**src/rtl/svn_pkg.sv**
```systemverilog
`timescale 1ns / 1ps
`default_nettype none
package svn_pkg;

	localparam logic [1:0] REQ_LOAD = 2'd0;
	localparam logic [1:0] REQ_FACE = 2'd1;
	localparam logic [1:0] REQ_READ = 2'd2;

	// fan vertex selectors for memory addressing
	localparam logic [1:0] SEL_ORG = 2'd0;
	localparam logic [1:0] SEL_PRV = 2'd1;
	localparam logic [1:0] SEL_CUR = 2'd2;

	typedef enum logic [4:0] {
		ST_CLEAR,
		ST_IDLE,
		ST_POS_RD0,
		ST_POS_RD1,
		ST_POS_RD2,
		ST_POS_CAP,
		ST_EDGE,
		ST_CROSS,
		ST_SUM_RD,
		ST_SUM_LD,
		ST_FIT,
		ST_SQ,
		ST_SQRT_GO,
		ST_SQRT_WAIT,
		ST_DIV_GO,
		ST_DIV_WAIT,
		ST_ACC_RD,
		ST_ACC_WR,
		ST_OUT
	} state_t;

	// controller to datapath commands
	typedef struct packed {
		logic       load_wr;
		logic       sum_clr;
		logic       pos_rd;
		logic [1:0] pos_sel;
		logic       edge_calc;
		logic       cross_calc;
		logic       nrm_from_sum;
		logic       nrm_fit;
		logic       nrm_sq;
		logic       sqrt_start;
		logic       div_start;
		logic [1:0] sum_sel;
		logic       sum_wr;
		logic       out_load;
		logic       out_clear;
	} cmd_t;

	typedef struct packed {
		logic clr_done;
		logic sqrt_done;
		logic div_done;
		logic len_zero;
	} status_t;

endpackage
`default_nettype wire

```
**src/rtl/svn_ctrl.sv**
```systemverilog
`timescale 1ns / 1ps
`default_nettype none
module svn_ctrl (
	input  wire logic             clk,
	input  wire logic             arst_n,
	input  wire logic             in_acc,
	input  wire logic [1:0]       req,
	input  wire logic             idx_ok,
	input  wire logic             tri_go,
	input  wire svn_pkg::status_t sts,
	input  wire logic             out_stall,
	output logic                  in_stall,
	output logic                  out_valid,
	output logic                  fan_upd,
	output logic                  fan_adv,
	output svn_pkg::cmd_t         cmd
);
	svn_pkg::state_t st_q, st_d;
	logic from_read_q, from_read_d;
	logic [1:0] k_q, k_d;

	always_ff @(posedge clk or negedge arst_n) begin
		if (!arst_n) begin
			st_q <= svn_pkg::ST_CLEAR;
			from_read_q <= 1'b0;
			k_q <= '0;
		end else begin
			st_q <= st_d;
			from_read_q <= from_read_d;
			k_q <= k_d;
		end
	end

	assign in_stall = (st_q != svn_pkg::ST_IDLE);

	always_comb begin
		st_d = st_q;
		from_read_d = from_read_q;
		k_d = k_q;
		cmd = '0;
		out_valid = 1'b0;
		fan_upd = 1'b0;
		fan_adv = 1'b0;
		case (st_q)
			svn_pkg::ST_CLEAR: begin
				cmd.sum_clr = 1'b1;
				if (sts.clr_done) st_d = svn_pkg::ST_IDLE;
			end
			svn_pkg::ST_IDLE: begin
				if (in_acc) begin
					case (req)
						svn_pkg::REQ_LOAD: cmd.load_wr = idx_ok;
						svn_pkg::REQ_FACE: begin
							fan_upd = idx_ok;
							if (idx_ok && tri_go) begin
								from_read_d = 1'b0;
								st_d = svn_pkg::ST_POS_RD0;
							end
						end
						svn_pkg::REQ_READ: begin
							if (idx_ok) begin
								from_read_d = 1'b1;
								st_d = svn_pkg::ST_SUM_RD;
							end else begin
								cmd.out_clear = 1'b1;
								st_d = svn_pkg::ST_OUT;
							end
						end
						default: ;
					endcase
				end
			end
			svn_pkg::ST_POS_RD0: begin
				cmd.pos_rd = 1'b1; cmd.pos_sel = svn_pkg::SEL_ORG; st_d = svn_pkg::ST_POS_RD1;
			end
			svn_pkg::ST_POS_RD1: begin
				cmd.pos_rd = 1'b1; cmd.pos_sel = svn_pkg::SEL_PRV; st_d = svn_pkg::ST_POS_RD2;
			end
			svn_pkg::ST_POS_RD2: begin
				cmd.pos_rd = 1'b1; cmd.pos_sel = svn_pkg::SEL_CUR; st_d = svn_pkg::ST_POS_CAP;
			end
			svn_pkg::ST_POS_CAP: st_d = svn_pkg::ST_EDGE;
			svn_pkg::ST_EDGE: begin
				cmd.edge_calc = 1'b1; st_d = svn_pkg::ST_CROSS;
			end
			svn_pkg::ST_CROSS: begin
				cmd.cross_calc = 1'b1; st_d = svn_pkg::ST_FIT;
			end
			svn_pkg::ST_SUM_RD: begin
				cmd.sum_sel = svn_pkg::SEL_CUR; st_d = svn_pkg::ST_SUM_LD;
			end
			svn_pkg::ST_SUM_LD: begin
				cmd.nrm_from_sum = 1'b1; st_d = svn_pkg::ST_FIT;
			end
			svn_pkg::ST_FIT: begin
				cmd.nrm_fit = 1'b1; st_d = svn_pkg::ST_SQ;
			end
			svn_pkg::ST_SQ: begin
				cmd.nrm_sq = 1'b1; st_d = svn_pkg::ST_SQRT_GO;
			end
			svn_pkg::ST_SQRT_GO: begin
				cmd.sqrt_start = 1'b1; st_d = svn_pkg::ST_SQRT_WAIT;
			end
			svn_pkg::ST_SQRT_WAIT: begin
				if (sts.sqrt_done) st_d = svn_pkg::ST_DIV_GO;
			end
			svn_pkg::ST_DIV_GO: begin
				cmd.div_start = 1'b1; st_d = svn_pkg::ST_DIV_WAIT;
			end
			svn_pkg::ST_DIV_WAIT: begin
				if (sts.div_done) begin
					if (from_read_q) begin
						cmd.out_load = 1'b1;
						st_d = svn_pkg::ST_OUT;
					end else begin
						k_d = 2'd0;
						st_d = svn_pkg::ST_ACC_RD;
					end
				end
			end
			// k walks origin, previous, current
			svn_pkg::ST_ACC_RD: begin
				cmd.sum_sel = k_q; st_d = svn_pkg::ST_ACC_WR;
			end
			svn_pkg::ST_ACC_WR: begin
				cmd.sum_sel = k_q;
				cmd.sum_wr = 1'b1;
				if (k_q == svn_pkg::SEL_CUR) begin
					fan_adv = 1'b1;
					st_d = svn_pkg::ST_IDLE;
				end else begin
					k_d = k_q + 2'd1;
					st_d = svn_pkg::ST_ACC_RD;
				end
			end
			svn_pkg::ST_OUT: begin
				out_valid = 1'b1;
				if (!out_stall) st_d = svn_pkg::ST_IDLE;
			end
			default: st_d = svn_pkg::ST_IDLE;
		endcase
	end
endmodule
`default_nettype wire

```
**config.mk**
```make
export PLATFORM = sky130hd
export DESIGN_NAME = svn_ctrl
export DESIGN_NICKNAME = d
export VERILOG_FILES = /design/src/rtl/svn_pkg.sv /design/src/rtl/svn_ctrl.sv
export SDC_FILE = /design/constraint.sdc
export NUM_CORES = 1
export LEC_CHECK = 0
export CORE_MARGIN = 10
export CORE_UTILIZATION = 55
export CTS_CLUSTER_SIZE = 20
export DETAILED_ROUTE_END_ITERATION = 8
export DONT_BUFFER_PORTS = 1
export GPL_ROUTABILITY_DRIVEN = 0
export PLACE_DENSITY_LB_ADDON = 0.15
export SYNTH_ARGS = -nofsm -noshare
export SYNTH_HDL_FRONTEND = slang
export SYNTH_SLANG_ARGS = --single-unit
```
**constraint.sdc**
```tcl
create_clock -name clk -period 1.7 [get_ports clk]
set_input_delay 0.34 -clock clk [delete_from_list [all_inputs] [get_ports clk]]
set_output_delay 0.34 -clock clk [all_outputs]
set_load 0.01 [all_outputs]
```
==> impl_metrics.env, run 1 <==
export IMPL_async_flop_share=1.00
export IMPL_firstError="[ERROR DPL-0038] Utilization greater than 100%, impossible to legalize"
export IMPL_rows=14
export IMPL_worst_endpoint="st_q[0]$_DFFE_PN0P_/D"
export IMPL_initial_utilization=0.575
export IMPL_port_buffers=0
export IMPL_synth_main_ff_cell="dfrtp_1"
export IMPL_io_pins=33
export IMPL_placed_cells=139
export IMPL_synth_seq_area_share=0.237
export IMPL_lastStage="5_1_grt"
export IMPL_cts_sinks=8
export IMPL_synth_top_area_cell="dfrtp_1"
export IMPL_die_w_um=59.2
export IMPL_synthMostInstantiatedCell="nor2_1"
export IMPL_cts_max_level=1
export IMPL_yosys_top_cells_count="nor2_1 (11), nor3_1 (10), dfrtp_1 (8), inv_1 (8), nand2_1 (5)"
export IMPL_syn_inst=104
export IMPL_ys_ff_latch=8
export IMPL_synth_edf_count=0
export IMPL_syn_nets=117
export IMPL_status="did not finish"
export IMPL_synthTopCellsByArea="dfrtp_1 (24%), nor3_1 (5.9%), nor2_1 (4.9%)"
export IMPL_synth_top_cell_area_share=0.237
export IMPL_dp_hpwl_mm=1.89
export IMPL_die_y_um=59.2
export IMPL_dpl_cell_area_sq_um=1060
export IMPL_cts_root_buf="clkbuf_4"
export IMPL_clock_path_buffers=2
export IMPL_yosysUniqueCellTypes=47
export IMPL_ys_warnings_count=0
export IMPL_endpoint_type="register input"
export IMPL_synth_area_sq_um=846
export IMPL_syn_area_per_cell_sq_um=8.13
export IMPL_cts_buffers=3
export IMPL_grt_max_degree=14
==> what timing repair did <==
item	CTS
endpoints found under the hold margin	8
gates resized for setup	28
hold buffers	1
endpoints found under the setup margin	19
setup buffers	10
pin swaps	6
==> through the flow <==
step / worst slack (ns) / utilization / hold WS (ns)
2_1_floorplan: -0.0520 / - / 0.0444
3_3_place_gp: 0.0168 / 0.724 / 0.0447
4_1_cts: -0.218 / 0.867 / 0.366
3_5_place_dp: 0.0179 / 0.724 / 0.0447
==> cells by family after synthesis <==
group           count (synthesis)  share of synthesized area
simple gates                   52                      0.377
compound gates                 21                      0.210
buf+inv                        16                     0.0917
flops                           8                      0.237
mux                             4                     0.0488
xor+xnor                        2                     0.0207
fa+ha+maj                       1                     0.0148
==> inputs of run 2 (changes only) <==
--- a/config.mk
+++ b/config.mk
@@ -5,10 +5,9 @@
 export SDC_FILE = /design/constraint.sdc
 export NUM_CORES = 1
 export LEC_CHECK = 0
-export CORE_MARGIN = 10
-export CORE_UTILIZATION = 55
-export CTS_CLUSTER_SIZE = 20
+export CORE_AREA = 10 10 71 73
 export DETAILED_ROUTE_END_ITERATION = 8
+export DIE_AREA = 0 0 81 83
 export DONT_BUFFER_PORTS = 1
 export GPL_ROUTABILITY_DRIVEN = 0
 export PLACE_DENSITY_LB_ADDON = 0.15
==> constraint.sdc (replaced) <==
create_clock -name clk -period 2.21 [get_ports clk]
set_input_delay 0.442 -clock clk [delete_from_list [all_inputs] [get_ports clk]]
set_output_delay 0.442 -clock clk [all_outputs]
set_load 0.01 [all_outputs]
==> run 2 against run 1 <==
  * The flow now finishes without violations
  * Area after synthesis unchanged
  * Synthesized cell count unchanged
==> impl_metrics.env, run 2 <==
export IMPL_clock_path_buffers=2
export IMPL_hold_end="from_read_q"
export IMPL_worstPathRequired_ns=1.77
export IMPL_initial_utilization=0.233
export IMPL_end_kind="output port"
export IMPL_post_cts_buffers=0
export IMPL_first_global_vias=782
export IMPL_cts_max_level=1
export IMPL_setup_tns_ns=0
export IMPL_avgRoutedWirePerCell_um=16.7
export IMPL_grt_usage=0.0758
export IMPL_netSwitchingFraction=0.486
export IMPL_synth_top_area_cell="dfrtp_1"
export IMPL_critPathBufInv=1
export IMPL_synth_seq_area_share=0.237
export IMPL_clkLatencyLatePin_ns=0.22
export IMPL_status="finished clean"
export IMPL_avgViaCountPerCell=4.94
export IMPL_synth_area_sq_um=846
export IMPL_dr_max_layer_used="met3"
export IMPL_synth_edf_count=0
export IMPL_p_leak_nw=0.409
export IMPL_pwr_share_comb=0.686
export IMPL_synthMostInstantiatedCell="nor2_1"
export IMPL_route_met3_wl_um=244
export IMPL_die_w_um=81
export IMPL_die_y_um=83
export IMPL_slew_headroom=0.655
export IMPL_antenna_found_initial=0
export IMPL_critPathLaunchType="flop"
export IMPL_yosys_top_cells_count="nor2_1 (11), nor3_1 (10), dfrtp_1 (8), inv_1 (8), nand2_1 (5)"
export IMPL_hp_class="in -> reg"
export IMPL_drc_errors=0
export IMPL_timing_hold_violations_final=0
export IMPL_syn_nets=117
export IMPL_finClkSkew_ns=0.00234
export IMPL_die_area_sq_um=6720
export IMPL_largest_reg_flops=5
export IMPL_dp_hpwl_mm=2.14
export IMPL_n_fill_cell=404
export IMPL_ys_ff_latch=8
export IMPL_dpl_cell_area_sq_um=945
export IMPL_max_freq_mhz=466
export IMPL_crit_cells=5
export IMPL_cts_tree="yes"
export IMPL_ff2ff_setup_slack_ns=0.42
export IMPL_cts_root_buf="clkbuf_8"
export IMPL_cts_reportedPaths_clkPinSlew_ns=0.04
export IMPL_grt_first_pass_wirelength_mm=4.08
export IMPL_syn_area_per_cell_sq_um=8.13
export IMPL_arrival_ns=1.70
export IMPL_worstRegToRegCells=5
export IMPL_crit_chain="or3_4 > nor2_4 > nand2_1 > nor4_1 > buf_4"
export IMPL_p_switching_mw=0.663
export IMPL_critPathKind="reg -> out"
export IMPL_layout_common_cells="nor2_1 (11), buf_4 (11), nor3_1 (10)"
export IMPL_met1_length_mm=1.23
export IMPL_period_share=0.970
export IMPL_io_pins=33
export IMPL_r2r_start="st_q[2]"
export IMPL_routed_wl_mm=2.67
export IMPL_ant_nets=0
export IMPL_async_flop_share=1.00
export IMPL_drt_pass1_iterations=4
export IMPL_grt_overflow=0
export IMPL_ys_warnings_count=0
export IMPL_synth_main_ff_cell="dfrtp_1"
export IMPL_met2WireLength_mm=1.19
export IMPL_area_growth_pct=18.5
export IMPL_biggestRegsByFlops="st_q (5), k_q (2), from_read_q (1)"
export IMPL_postLayoutCellArea_sq_um=1000
export IMPL_drive_above_1_share=0.241
export IMPL_rows=22
export IMPL_port_buffers=0
export IMPL_max_stage_delay_ns=0.42
export IMPL_tightest_slew_ns=0.512
export IMPL_clockPowerShare=0.124
export IMPL_crit_family="simple AND/OR/NAND/NOR gates"
export IMPL_holdCritStartpoint="in_acc"
export IMPL_power_density_nw_per_um2=1360
export IMPL_diodes=0
export IMPL_final_max_slew_viol_count=0
export IMPL_grt_max_degree=17
export IMPL_drt_iter0_markers=27
export IMPL_core_area_sq_um=3630
export IMPL_internal_power_mw=0.703
export IMPL_synth_top_cell_area_share=0.237
export IMPL_min_period_ns=2.14
export IMPL_regMostFlops="st_q"
export IMPL_vias=791
export IMPL_seqPwrFrac=0.190
export IMPL_final_nets=127
export IMPL_cts_buffers=3
export IMPL_r2r_end="st_q[0]"
export IMPL_yosysUniqueCellTypes=47
export IMPL_syn_inst=104
export IMPL_synthTopCellsByArea="dfrtp_1 (24%), nor3_1 (5.9%), nor2_1 (4.9%)"
export IMPL_vdd_ir_drop_max_v=0.000398
export IMPL_drv_cap=0
export IMPL_cp_max_fo=4
export IMPL_cp_slowest_cell="or3_4"
export IMPL_whs_path_depth=2
export IMPL_cts_sinks=8
export IMPL_setup_viol=0
run 2: power groups by stage:
| stage | combinational [mW] | clock (mW) | sequential (mW) |
|---|---|---|---|
| 2_1_floorplan | 0.728 | 0 | 0.252 |
| 3_3_place_gp | 0.941 | 0 | 0.262 |
| 3_5_place_dp | 0.941 | 0 | 0.261 |
| 4_1_cts | 0.947 | 0.176 | 0.260 |
| 5_1_grt | 1.03 | 0.190 | 0.266 |
| 6_report | 0.937 | 0.170 | 0.259 |
run 2: final cells by class:
| class | instances | area (sq um) | area share |
|---|---|---|---|
| multi-input cells | 80 | 574 | 0.573 |
| flip-flops and latches | 8 | 200 | 0.200 |
| repair buffers | 12 | 92.6 | 0.0924 |
| well taps | 48 | 60.1 | 0.0599 |
| clock buffers | 3 | 41.3 | 0.0412 |
| inverters | 9 | 33.8 | 0.0337 |
run 2: logic make-up (layout without fill, tap and decap cells):
logic type               Yosys count  count (layout)  share of synthesized area
AO/OA/AOI/OAI                     21              21                      0.210
XOR/XNOR                           2               2                     0.0207
adder cells (fa/ha/maj)            1               1                     0.0148
buffers and inverters             16              24                     0.0917
flip-flops                         8               8                      0.237
multiplexers                       4               4                     0.0488
AND/OR/NAND/NOR                   52              52                      0.377
run 2: timing repair:
item,CTS,global route
endpoints found under the setup margin,0,1
resized for setup,0,1
hold buffers,1,0
hold endpoints to repair,8,0
run 2: stage by stage:
step / power [mW] / instances / util / hold WS (ns) / setup WS [ns]
after floorplan: 0.980 / 104 / - / 0.146 / 0.218
after CTS: 1.38 / 160 / 0.274 / 0.488 / 0.0539
after global placement: 1.20 / 156 / 0.260 / 0.147 / 0.337
after detailed placement: 1.20 / 156 / 0.260 / 0.147 / 0.295
after global routing: 1.48 / 160 / 0.276 / 0.504 / -0.00372
final: 1.37 / 160 / 0.276 / 0.485 / 0.0659
run 2: layer usage:
| layer | global-route usage | vias up |
|---|---|---|
| li1 | - | 395 |
| met1 | 0.0969 | 374 |
| met2 | 0.112 | 22 |
| met3 | 0.0431 | 0 |
| met4 | 0.00469 | 0 |
| met5 | 0 | - |
run 2: worst max path at each step:
| stage | startpoint | to |
|---|---|---|
| floorplan | st_q[2] | cmd[0] |
| global placement | st_q[2] | cmd[0] |
| detailed placement | st_q[2] | fan_upd |
| CTS | st_q[3] | fan_upd |
| global route | st_q[2] | cmd[16] |
| finish | st_q[3] | cmd[16] |
(Power assumes the default switching activity.)
